$ cat config.mk
export PLATFORM = sky130hd
export DESIGN_NAME = glyph_row_renderer_core
export DESIGN_NICKNAME = d
export VERILOG_FILES = /design/src/hw/rtl/grr_pkg.sv /design/src/hw/rtl/glyph_row_renderer_core.sv /design/src/hw/rtl/grr_queue.sv /design/src/hw/rtl/grr_front.sv /design/src/hw/rtl/grr_back.sv
export SDC_FILE = /design/constraint.sdc
export NUM_CORES = 1
export LEC_CHECK = 0
export BUFFER_PORTS_ARGS = -buffer_cell sky130_fd_sc_hd__buf_2
export CAP_MARGIN = 20
export CORE_MARGIN = 2
export CORE_UTILIZATION = 30
export CTS_CLUSTER_DIAMETER = 40
export CTS_CLUSTER_SIZE = 10
export DETAILED_ROUTE_END_ITERATION = 8
export GPL_ROUTABILITY_DRIVEN = 1
export HOLD_SLACK_MARGIN = 0.1
export SLEW_MARGIN = 20
export SYNTH_ARGS = -nofsm -noshare
export SYNTH_HDL_FRONTEND = slang
export SYNTH_SLANG_ARGS = --single-unit
$ cat constraint.sdc
create_clock -name clk -period 9.7 [get_ports clk]
set_input_delay 0.485 -clock clk [delete_from_list [all_inputs] [get_ports clk]]
set_output_delay 0.485 -clock clk [all_outputs]
set_load 0.01 [all_outputs]
$ cat src/hw/rtl/grr_pkg.sv
// Shared types and constants of the glyph row renderer.
// No dependencies; imported by every RTL module of the block.
`default_nettype none

package grr_pkg;

	localparam int ROW_W           = 16;
	localparam int DEF_MAX_GLYPH_W = 16;
	localparam int DEF_MAX_GLYPH_H = 16;
	localparam int QUEUE_DEPTH     = 2;
	localparam int IN_TDATA_W      = 64;
	localparam int OUT_TDATA_W     = 40;
	localparam int CFG_DATA_W      = 16;
	localparam int CFG_INDEX_W     = 3;

	localparam logic [ROW_W-1:0] ROW_MSB = 16'h8000;

	// draw_mode codes
	localparam logic [1:0] MODE_NORMAL  = 2'd0;
	localparam logic [1:0] MODE_MULTI   = 2'd1;
	localparam logic [1:0] MODE_OUTLINE = 2'd2;

	// configuration register indexes
	typedef enum logic [CFG_INDEX_W-1:0] {
		CFG_GLYPH_WIDTH  = 3'd0,
		CFG_GLYPH_HEIGHT = 3'd1,
		CFG_LINE_PITCH   = 3'd2,
		CFG_FILL_BG      = 3'd3,
		CFG_BG_COLOR     = 3'd4
	} cfg_idx_t;

	typedef struct packed {
		logic [4:0]  glyph_width;
		logic [4:0]  glyph_height;
		logic [12:0] line_pitch;
		logic        fill_background;
		logic [15:0] background_color;
	} cfg_t;

	// input request as packed in tdata, lowest field last
	typedef struct packed {
		logic [5:0]       pad;
		logic [1:0]       draw_mode;
		logic [15:0]      pen_color;
		logic [11:0]      start_y;
		logic [11:0]      start_x;
		logic [ROW_W-1:0] row_bits;
	} in_item_t;

	// output request as packed in tdata
	typedef struct packed {
		logic [15:0] pixel_color;
		logic [23:0] pixel_addr;
	} out_item_t;

	// one step of work for the pixel walker: up to two rows on adjacent lines
	typedef struct packed {
		logic [ROW_W-1:0] bits1;
		logic [ROW_W-1:0] emit1;
		logic [ROW_W-1:0] bits2;
		logic [ROW_W-1:0] emit2;
		logic [23:0]      base;
		logic [11:0]      x;
		logic [15:0]      color;
	} entry_t;

endpackage

`default_nettype wire

$ cat src/hw/rtl/glyph_row_renderer_core.sv
// Top level of the glyph row renderer: configuration registers and the
// front end, job queue and pixel walker. Depends on grr_pkg and the grr_ modules.
//
// Each accepted glyph row turns into pixel write requests, one per cycle on
// the master port while it is ready: a row that writes k pixels gives k requests
// (up to 16, or up to 32 on the closing row of an outline glyph, which also
// writes the row above it), and a row that writes nothing gives none.
// The pixel walker in the back end sets the output pace; the front end takes a
// new row every cycle while the two-entry job queue has room, so input and
// output stall independently. After the block has gone idle, a row that is taken
// passes the job queue, the walker's job registers and the output register
// before its first pixel request shows. There is no clearing pass after reset.
`default_nettype none

module glyph_row_renderer_core import grr_pkg::*; #(
	parameter int MAX_GLYPH_W = DEF_MAX_GLYPH_W,
	parameter int MAX_GLYPH_H = DEF_MAX_GLYPH_H
) (
	input  wire logic                   clk,
	input  wire logic                   arst_n,
	// fields from bit 0: row_bits[15:0], start_x[27:16], start_y[39:28],
	// pen_color[55:40], draw_mode[57:56], zero pad
	input  wire logic [IN_TDATA_W-1:0]  s_axis_tdata,
	input  wire logic                   s_axis_tvalid,
	output logic                        s_axis_tready,
	// fields from bit 0: pixel_addr[23:0], pixel_color[39:24]
	output logic [OUT_TDATA_W-1:0]      m_axis_tdata,
	output logic                        m_axis_tvalid,
	input  wire logic                   m_axis_tready,
	output logic                        m_axis_tlast,
	input  wire logic                   cfg_wr_en,
	input  wire logic [CFG_INDEX_W-1:0] cfg_index,
	input  wire logic [CFG_DATA_W-1:0]  cfg_data
);

	cfg_t      cfg_q;
	in_item_t  in_item;
	out_item_t out_item;
	entry_t    push_entry;
	entry_t    head;
	logic      push;
	logic      pop;
	logic      q_full;
	logic      q_empty;

	// configuration writes
	always_ff @(posedge clk or negedge arst_n) begin
		if (!arst_n) begin
			cfg_q.glyph_width      <= 5'd16;
			cfg_q.glyph_height     <= 5'd16;
			cfg_q.line_pitch       <= 13'd640;
			cfg_q.fill_background  <= 1'b0;
			cfg_q.background_color <= 16'd0;
		end else if (cfg_wr_en) begin
			case (cfg_idx_t'(cfg_index))
				CFG_GLYPH_WIDTH:  cfg_q.glyph_width      <= cfg_data[4:0];
				CFG_GLYPH_HEIGHT: cfg_q.glyph_height     <= cfg_data[4:0];
				CFG_LINE_PITCH:   cfg_q.line_pitch       <= cfg_data[12:0];
				CFG_FILL_BG:      cfg_q.fill_background  <= cfg_data[0];
				CFG_BG_COLOR:     cfg_q.background_color <= cfg_data;
				default: begin
				end
			endcase
		end
	end

	assign in_item      = in_item_t'(s_axis_tdata);
	assign m_axis_tdata = out_item;

	grr_front #(
		.MAX_GLYPH_W (MAX_GLYPH_W),
		.MAX_GLYPH_H (MAX_GLYPH_H)
	) u_front (
		.clk        (clk),
		.arst_n     (arst_n),
		.cfg        (cfg_q),
		.in_valid   (s_axis_tvalid),
		.in_ready   (s_axis_tready),
		.in_item    (in_item),
		.q_full     (q_full),
		.push       (push),
		.push_entry (push_entry)
	);

	grr_queue u_queue (
		.clk      (clk),
		.arst_n   (arst_n),
		.push     (push),
		.wr_entry (push_entry),
		.pop      (pop),
		.rd_entry (head),
		.full     (q_full),
		.empty    (q_empty)
	);

	grr_back u_back (
		.clk       (clk),
		.arst_n    (arst_n),
		.cfg       (cfg_q),
		.q_empty   (q_empty),
		.head      (head),
		.pop       (pop),
		.out_valid (m_axis_tvalid),
		.out_ready (m_axis_tready),
		.out_item  (out_item),
		.out_last  (m_axis_tlast)
	);

endmodule

`default_nettype wire

$ cat src/hw/rtl/grr_queue.sv
// Short FIFO of row jobs between the front and the pixel walker.
// Depends on grr_pkg for entry_t and the queue depth.
`default_nettype none

module grr_queue import grr_pkg::*; (
	input  wire logic   clk,
	input  wire logic   arst_n,
	input  wire logic   push,
	input  entry_t      wr_entry,
	input  wire logic   pop,
	output entry_t      rd_entry,
	output logic        full,
	output logic        empty
);

	localparam int PTR_W = (QUEUE_DEPTH > 1) ? $clog2(QUEUE_DEPTH) : 1;
	localparam int CNT_W = $clog2(QUEUE_DEPTH + 1);

	entry_t             mem [QUEUE_DEPTH];
	logic [PTR_W-1:0]   wr_ptr_q;
	logic [PTR_W-1:0]   rd_ptr_q;
	logic [CNT_W-1:0]   count_q;

	assign full     = (count_q == CNT_W'(QUEUE_DEPTH));
	assign empty    = (count_q == '0);
	assign rd_entry = mem[rd_ptr_q];

	// storage
	always_ff @(posedge clk) begin
		if (push) begin
			mem[wr_ptr_q] <= wr_entry;
		end
	end

	// pointers and fill level
	always_ff @(posedge clk or negedge arst_n) begin
		if (!arst_n) begin
			wr_ptr_q <= '0;
			rd_ptr_q <= '0;
			count_q  <= '0;
		end else begin
			if (push) begin
				wr_ptr_q <= (wr_ptr_q == PTR_W'(QUEUE_DEPTH - 1)) ? '0 : wr_ptr_q + 1'b1;
			end
			if (pop) begin
				rd_ptr_q <= (rd_ptr_q == PTR_W'(QUEUE_DEPTH - 1)) ? '0 : rd_ptr_q + 1'b1;
			end
			if (push && !pop) begin
				count_q <= count_q + 1'b1;
			end else if (pop && !push) begin
				count_q <= count_q - 1'b1;
			end
		end
	end

endmodule

`default_nettype wire

$ cat src/hw/rtl/grr_front.sv
// Row front end: takes input rows, tracks glyph state, builds row jobs.
// Depends on grr_pkg; feeds grr_queue.
`default_nettype none

module grr_front import grr_pkg::*; #(
	parameter int MAX_GLYPH_W = DEF_MAX_GLYPH_W,
	parameter int MAX_GLYPH_H = DEF_MAX_GLYPH_H
) (
	input  wire logic clk,
	input  wire logic arst_n,
	input  cfg_t      cfg,
	input  wire logic in_valid,
	output logic      in_ready,
	input  in_item_t  in_item,
	input  wire logic q_full,
	output logic      push,
	output entry_t    push_entry
);

	localparam int RC_W = $clog2(MAX_GLYPH_H);
	localparam int WMAX = (MAX_GLYPH_W < ROW_W) ? MAX_GLYPH_W : ROW_W;

	function automatic logic [ROW_W-1:0] outline_of(
		input logic [ROW_W-1:0] above,
		input logic [ROW_W-1:0] mid,
		input logic [ROW_W-1:0] below,
		input logic [ROW_W-1:0] mask
	);
		logic [ROW_W-1:0] grown;
		grown = (mid | (mid << 1) | (mid >> 1) | above | below) & mask;
		return (grown ^ mid) & mask;
	endfunction

	logic [RC_W-1:0]  rc_q;
	logic [ROW_W-1:0] prev_q;
	logic [ROW_W-1:0] held_q;
	logic [11:0]      origin_x_q;
	logic [11:0]      origin_y_q;
	logic [15:0]      run_color_q;
	logic [1:0]       mode_q;

	logic             accept;
	logic             first;
	logic [4:0]       w_eff;
	logic [5:0]       h_eff;
	logic [ROW_W-1:0] mask;
	logic [ROW_W-1:0] cur;
	logic             is_last;
	logic [11:0]      ox;
	logic [11:0]      oy;
	logic [15:0]      run;
	logic [1:0]       mode;
	logic [ROW_W-1:0] prv;
	logic [ROW_W-1:0] hld;
	logic             outline;
	logic [ROW_W-1:0] rowa;
	logic [ROW_W-1:0] rowb;
	logic [ROW_W-1:0] emita;
	logic [ROW_W-1:0] emitb;
	logic [RC_W-1:0]  linea;
	logic [RC_W-1:0]  line;
	logic [12:0]      y;
	logic [25:0]      prod;

	assign in_ready = !q_full;
	assign accept   = in_valid && !q_full;
	assign first    = (rc_q == '0);

	// effective width and height
	always_comb begin
		w_eff = cfg.glyph_width;
		if (w_eff == 5'd0) begin
			w_eff = 5'd1;
		end
		if (w_eff > 5'(WMAX)) begin
			w_eff = 5'(WMAX);
		end
		h_eff = {1'b0, cfg.glyph_height};
		if (h_eff == 6'd0) begin
			h_eff = 6'd1;
		end
		if (h_eff > 6'(MAX_GLYPH_H)) begin
			h_eff = 6'(MAX_GLYPH_H);
		end
	end

	assign mask    = ~(16'hFFFF >> w_eff);
	assign cur     = in_item.row_bits & mask;
	assign is_last = (6'(rc_q) >= (h_eff - 6'd1));

	// per-glyph values, taken from the request on the first row
	assign ox      = first ? in_item.start_x   : origin_x_q;
	assign oy      = first ? in_item.start_y   : origin_y_q;
	assign run     = first ? in_item.pen_color : run_color_q;
	assign mode    = first ? in_item.draw_mode : mode_q;
	assign prv     = first ? '0 : prev_q;
	assign hld     = first ? '0 : held_q;
	assign outline = (mode == MODE_OUTLINE);

	// rows to draw: outline draws the row above one step late
	always_comb begin
		rowa  = outline ? outline_of(prv, hld, cur, mask) : cur;
		rowb  = outline_of(hld, cur, '0, mask);
		linea = outline ? rc_q - 1'b1 : rc_q;
		if (!outline || (rc_q != '0)) begin
			emita = cfg.fill_background ? mask : rowa;
		end else begin
			emita = '0;
		end
		if (outline && is_last) begin
			emitb = cfg.fill_background ? mask : rowb;
		end else begin
			emitb = '0;
		end
	end

	// pack the job so that its first row always writes something
	always_comb begin
		if (emita != '0) begin
			push_entry.bits1 = rowa;
			push_entry.emit1 = emita;
			push_entry.bits2 = rowb;
			push_entry.emit2 = emitb;
			line             = linea;
		end else begin
			push_entry.bits1 = rowb;
			push_entry.emit1 = emitb;
			push_entry.bits2 = '0;
			push_entry.emit2 = '0;
			line             = rc_q;
		end
		y                = {1'b0, oy} + 13'(line);
		prod             = 26'(y) * 26'(cfg.line_pitch);
		push_entry.base  = prod[23:0];
		push_entry.x     = ox;
		push_entry.color = run;
	end

	assign push = accept && (push_entry.emit1 != '0);

	// glyph state
	always_ff @(posedge clk or negedge arst_n) begin
		if (!arst_n) begin
			rc_q        <= '0;
			prev_q      <= '0;
			held_q      <= '0;
			origin_x_q  <= '0;
			origin_y_q  <= '0;
			run_color_q <= '0;
			mode_q      <= MODE_NORMAL;
		end else if (accept) begin
			rc_q        <= is_last ? '0 : rc_q + 1'b1;
			prev_q      <= hld;
			held_q      <= cur;
			origin_x_q  <= ox;
			origin_y_q  <= oy;
			run_color_q <= (mode == MODE_MULTI) ? run + 16'd1 : run;
			mode_q      <= mode;
		end
	end

endmodule

`default_nettype wire

$ cat src/hw/rtl/grr_back.sv
// Pixel walker: takes row jobs from the queue and writes one pixel per cycle while the output is ready.
// Depends on grr_pkg; fed by grr_queue.
`default_nettype none

module grr_back import grr_pkg::*; (
	input  wire logic   clk,
	input  wire logic   arst_n,
	input  cfg_t        cfg,
	input  wire logic   q_empty,
	input  entry_t      head,
	output logic        pop,
	output logic        out_valid,
	input  wire logic   out_ready,
	output out_item_t   out_item,
	output logic        out_last
);

	logic             act_q;
	logic [ROW_W-1:0] bits_q;
	logic [ROW_W-1:0] emit_q;
	logic [ROW_W-1:0] bits2_q;
	logic [ROW_W-1:0] emit2_q;
	logic [23:0]      base_q;
	logic [11:0]      x_q;
	logic [15:0]      color_q;
	logic             out_valid_q;
	out_item_t        out_item_q;
	logic             out_last_q;

	logic             adv;
	logic [3:0]       j_sel;
	logic             found;
	logic [ROW_W-1:0] sel;
	logic [ROW_W-1:0] clr;
	logic             row_done;
	logic             step_done;
	logic             load;

	// leftmost pixel still to write
	always_comb begin
		found = 1'b0;
		j_sel = '0;
		for (int j = 0; j < ROW_W; j++) begin
			if (!found && emit_q[ROW_W-1-j]) begin
				found = 1'b1;
				j_sel = 4'(j);
			end
		end
	end

	assign sel       = ROW_MSB >> j_sel;
	assign clr       = emit_q & ~sel;
	assign row_done  = (clr == '0);
	assign step_done = row_done && (emit2_q == '0);
	assign adv       = !out_valid_q || out_ready;
	assign load      = adv && (!act_q || step_done) && !q_empty;
	assign pop       = load;

	assign out_valid = out_valid_q;
	assign out_item  = out_item_q;
	assign out_last  = out_last_q;

	// control
	always_ff @(posedge clk or negedge arst_n) begin
		if (!arst_n) begin
			act_q       <= 1'b0;
			out_valid_q <= 1'b0;
		end else if (adv) begin
			out_valid_q <= act_q;
			if (load) begin
				act_q <= 1'b1;
			end else if (step_done) begin
				act_q <= 1'b0;
			end
		end
	end

	// job registers and output request
	always_ff @(posedge clk) begin
		if (adv) begin
			if (act_q) begin
				out_item_q.pixel_addr  <= base_q + 24'(x_q) + 24'(j_sel);
				out_item_q.pixel_color <= ((bits_q & sel) != '0) ? color_q
				                                                 : cfg.background_color;
				out_last_q             <= step_done;
			end
			if (load) begin
				bits_q  <= head.bits1;
				emit_q  <= head.emit1;
				bits2_q <= head.bits2;
				emit2_q <= head.emit2;
				base_q  <= head.base;
				x_q     <= head.x;
				color_q <= head.color;
			end else if (act_q && row_done) begin
				// move on to the next line of the job
				bits_q  <= bits2_q;
				emit_q  <= emit2_q;
				emit2_q <= '0;
				base_q  <= base_q + 24'(cfg.line_pitch);
			end else if (act_q) begin
				emit_q <= clr;
			end
		end
	end

endmodule

`default_nettype wire

==> results_tabular.tex <==
\begin{tabular}{lr}
\hline
Metric & Value \\
\hline
\multicolumn{2}{l}{\textbf{Drt}} \\
DRT antenna net count & 0 \\
DRC & 0 \\
Via total after detailed routing & 19500 \\
DR pass1 iterations & 5 \\
Routed length per placed instance & 17.7 um \\
Violation count after the first detailed-routing iteration & 1157 \\
Number of vias per cell after detailed routing & 4.77 \\
Total Routed Length & 72300 um \\
\multicolumn{2}{l}{\textbf{STA}} \\
Hold slack & 0.139 ns \\
Transition time of the tightest slew-check pin & 1.06 ns \\
Tightest slew margin relative to the limit & 29.3\% \\
Crit path time final & 9.26 ns \\
Fin Clk Skew & 0.0294 ns \\
Final count of pins violating max slew & 0 \\
Sum of negative setup slack & 0 ns \\
Fmax & 0.108 GHz \\
RSZ-0062 raised after global routing & no \\
Hold Violations, Final & 0 \\
Period utilisation layout & 95.4\% \\
Final setup fails & 0 \\
\multicolumn{2}{l}{\textbf{Flow run}} \\
Max capacitance violation total & 0 \\
\multicolumn{2}{l}{\textbf{Global routing}} \\
Leftover overflow at the end of global routing & 0 \\
Initial antenna violation count & 12 \\
Overall track demand over capacity in global routing & 14.5\% \\
Pin count of the biggest net entering global routing & 73 \\
First-pass GRT wire length & 113000 um \\
Number of global-route vias before repair & 19400 \\
\multicolumn{2}{l}{\textbf{Clock network}} \\
CTS tree & built \\
Number of H-tree levels & 3 \\
Clock root buffer master & sky130\_fd\_sc\_hd\_\_clkbuf\_16 \\
Post-CTS setup buffer count & 0 \\
Clock-pin slew on the worst setup and hold paths & 0.05 ns \\
Buffer levels on the longest clock path & 3 \\
Clk sink count & 513 \\
Number of CTS-inserted buffers & 83 \\
Clock insertion delay at the later pin of the skew report & 0.63 ns \\
\multicolumn{2}{l}{\textbf{Worst setup path}} \\
CP endpoint kind & flop \\
Crit-path most repeated cell & sky130\_fd\_sc\_hd\_\_fa\_1 \\
Cell with the largest stage delay on the worst path & sky130\_fd\_sc\_hd\_\_fa\_1 \\
Kind of start point of the critical path & flop \\
Number of buffer and inverter stages on the critical path & 7 \\
Cell family contributing the most delay on the critical path & adder cells \\
Critical-path maximum fanout & 12 \\
Req. time, crit path & 10.05 ns \\
Critical Path Max Stage Delay & 0.56 ns \\
Critical Setup Path Class & flop to flop \\
Worst path arrival time & 9.60 ns \\
\multicolumn{2}{l}{\textbf{Synth}} \\
Dominant synthesized flop cell & sky130\_fd\_sc\_hd\_\_edfxtp\_1 \\
Syn avg cell area & 11.5 um\^{}2 \\
Top cell type's share of synthesized area & 39.9\% \\
Post-synthesis sequential element count & 513 \\
Count of distinct cell types in the synthesized netlist & 85 \\
Number of warnings printed during yosys synthesis & 0 \\
Mapped cell area & 29200 um\^{}2 \\
EDFF count, synth & 389 \\
Ranking of synthesized cells by area & sky130\_fd\_sc\_hd\_\_edfxtp\_1 40\%, sky130\_fd\_sc\_hd\_\_dfrtp\_1 10\%, sky130\_fd\_sc\_hd\_\_fa\_1 8.7\%, sky130\_fd\_sc\_hd\_\_mux2\_2 4.9\%, sky130\_fd\_sc\_hd\_\_ha\_1 4.6\% \\
Biggest area consumer among synthesized cells & sky130\_fd\_sc\_hd\_\_edfxtp\_1 \\
Commonest cells in the synthesized netlist & 389 x sky130\_fd\_sc\_hd\_\_edfxtp\_1, 331 x sky130\_fd\_sc\_hd\_\_nand2\_1, 206 x sky130\_fd\_sc\_hd\_\_inv\_1 \\
Sequential area share after synthesis & 50.6\% \\
Synthesized netlist cell count & 2544 \\
Dominant cell by count in the synthesized netlist & sky130\_fd\_sc\_hd\_\_edfxtp\_1 \\
Async set or reset register ratio after synthesis & 24.2\% \\
Synth Net Count & 2867 \\
\multicolumn{2}{l}{\textbf{Floorplan}} \\
Die outline width & 316 um \\
Area of the die & 100000 um\^{}2 \\
\# rows & 114 \\
Top-level I/O count & 131 \\
Initial Util & 30.2\% \\
Placeable core region & 96700 um\^{}2 \\
Die height & 316 um \\
\multicolumn{2}{l}{\textbf{Outcome}} \\
Outcome & finished clean \\
\multicolumn{2}{l}{\textbf{Final layout}} \\
Fraction of layout instances using a drive strength above 1 & 19.1\% \\
Util after Layout & 35.9\% \\
Final net count & 3052 \\
Total area of sequential cells & 14800 um\^{}2 \\
Combined area of the multi-input logic cells & 13300 um\^{}2 \\
\# fillers & 9522 \\
Growth of design area from synthesis to finish & 18.6\% \\
\multicolumn{2}{l}{\textbf{Placed design}} \\
\# port buffers & 124 \\
Routability cong. & 0.855 \\
Final HPWL DP & 52400 um \\
\multicolumn{2}{l}{\textbf{Min path}} \\
Worst min path class & input port to flop \\
\hline
\end{tabular}
final timing paths:
kind / startpoint / endpoint / slack, ns / depth (start not counted)
hold reg to reg: u_front.prev_q[9] / u_front.prev_q[9] / 0.47 / 2
setup reg to reg: u_front.rc_q[0] / u_queue.mem[1][51] / 0.44 / 42
setup / recovery: u_front.rc_q[0] / u_queue.mem[1][51] / 0.44 / 42
hold / removal: cfg_data[8] / cfg_q[25] / 0.14 / 2
min in group asynchronous: arst_n / u_queue.count_q[1] / 0.36 / 2
max in group asynchronous: arst_n / u_queue.rd_ptr_q / 7.60 / 4
kinds of logic (layout without fill, tap and decap cells):
kind of cell | Yosys count | count (layout) | synth area share (%)
simple gates | 765 | 766 | 12.5
xor+xnor | 96 | 96 | 2.87
mux | 197 | 197 | 7.28
buf+inv | 328 | 579 | 4.35
flops | 513 | 513 | 50.6
compound gates | 407 | 407 | 9.00
fa+ha+maj | 238 | 238 | 13.4
other cells | 0 | 6 | 0
per-layer routing:
layer	vias to the layer above	track usage, %	routed length (um)
met5	-	0	7
met4	2	5.64	2200
met3	130	2.30	3510
met2	499	22.0	31800
met1	9516	20.7	34800
li1	9306	-	-
final cells by class:
type                    instances  area share, %
well taps                    1276           4.60
flip-flops and latches        513           42.6
clock inverters                49           1.59
diodes                          6         0.0433
inverters                     207           2.24
multi-input cells            1704           38.4
clock buffers                 103           6.48
repair buffers                220           4.02
stage by stage:
step | cell area, um^2 | instances | setup WS (ns)
final | 34700 | 4078 | 0.442
after global routing | 34700 | 4078 | 0.00129
after CTS | 34600 | 4071 | 0.0365
after detailed placement | 31700 | 3914 | 0.0471
after global placement | 31700 | 3914 | 0.103
after floorplan | 29200 | 2544 | 0.292
state kept, by name, summed over array words and instances, names as in the netlist, 2 cells and up:
name / count
u_front.origin_y_q: 12
u_front.rc_q: 4
u_queue.mem: 232
u_back.base_q: 24
u_back.emit2_q: 16
u_front.run_color_q: 16
u_back.out_item: 40
u_front.origin_x_q: 12
u_front.mode_q: 2
u_queue.count_q: 2
u_front.held_q: 16
u_back.bits_q: 16
u_back.emit_q: 16
u_back.bits2_q: 16
u_back.color_q: 16
u_front.prev_q: 16
cfg_q: 40
u_back.x_q: 12
layout by cell type (no fill, tap or decap), types with 8 or more instances in the layout:
cell,Yosys,layout
sky130_fd_sc_hd__mux2i_1,71,71
sky130_fd_sc_hd__edfxtp_1,389,389
sky130_fd_sc_hd__a31oi_1,26,24
sky130_fd_sc_hd__o21ai_0,125,124
sky130_fd_sc_hd__mux2_2,126,126
sky130_fd_sc_hd__nand2b_1,22,22
sky130_fd_sc_hd__clkinv_2,0,12
sky130_fd_sc_hd__clkbuf_16,0,86
sky130_fd_sc_hd__a21o_1,18,18
sky130_fd_sc_hd__buf_4,0,87
sky130_fd_sc_hd__a21oi_1,95,93
sky130_fd_sc_hd__nor3_1,36,35
sky130_fd_sc_hd__nand4_1,10,10
sky130_fd_sc_hd__xor2_1,30,30
sky130_fd_sc_hd__o21ai_1,7,8
sky130_fd_sc_hd__bufinv_16,0,8
sky130_fd_sc_hd__buf_2,20,123
sky130_fd_sc_hd__inv_1,206,206
sky130_fd_sc_hd__dfrtp_1,120,119
sky130_fd_sc_hd__nor2_1,119,117
sky130_fd_sc_hd__a211oi_2,15,15
sky130_fd_sc_hd__a211oi_1,8,8
sky130_fd_sc_hd__or3_1,21,20
sky130_fd_sc_hd__nand2_1,331,329
sky130_fd_sc_hd__nand3_1,38,38
sky130_fd_sc_hd__and3_1,20,20
sky130_fd_sc_hd__o211ai_1,20,20
sky130_fd_sc_hd__xnor2_1,66,66
sky130_fd_sc_hd__nor2b_1,26,25
sky130_fd_sc_hd__or2_2,8,8
sky130_fd_sc_hd__nor4_1,9,9
sky130_fd_sc_hd__ha_1,108,107
sky130_fd_sc_hd__clkbuf_1,94,14
sky130_fd_sc_hd__inv_6,0,12
sky130_fd_sc_hd__fa_1,127,127
sky130_fd_sc_hd__a221oi_1,11,11
sky130_fd_sc_hd__and2_1,98,96
repair_timing:
action                     CTS  global route
gates cloned                 0             1
setup endpoints to repair    2            12
hold buffers                 5             0
resized for setup            1            14
hold endpoints to repair    34             0
pin swaps                    0             3
Power is not shown: default switching activity piles up to over one toggle a cycle in this logic, so the estimate is an artifact.
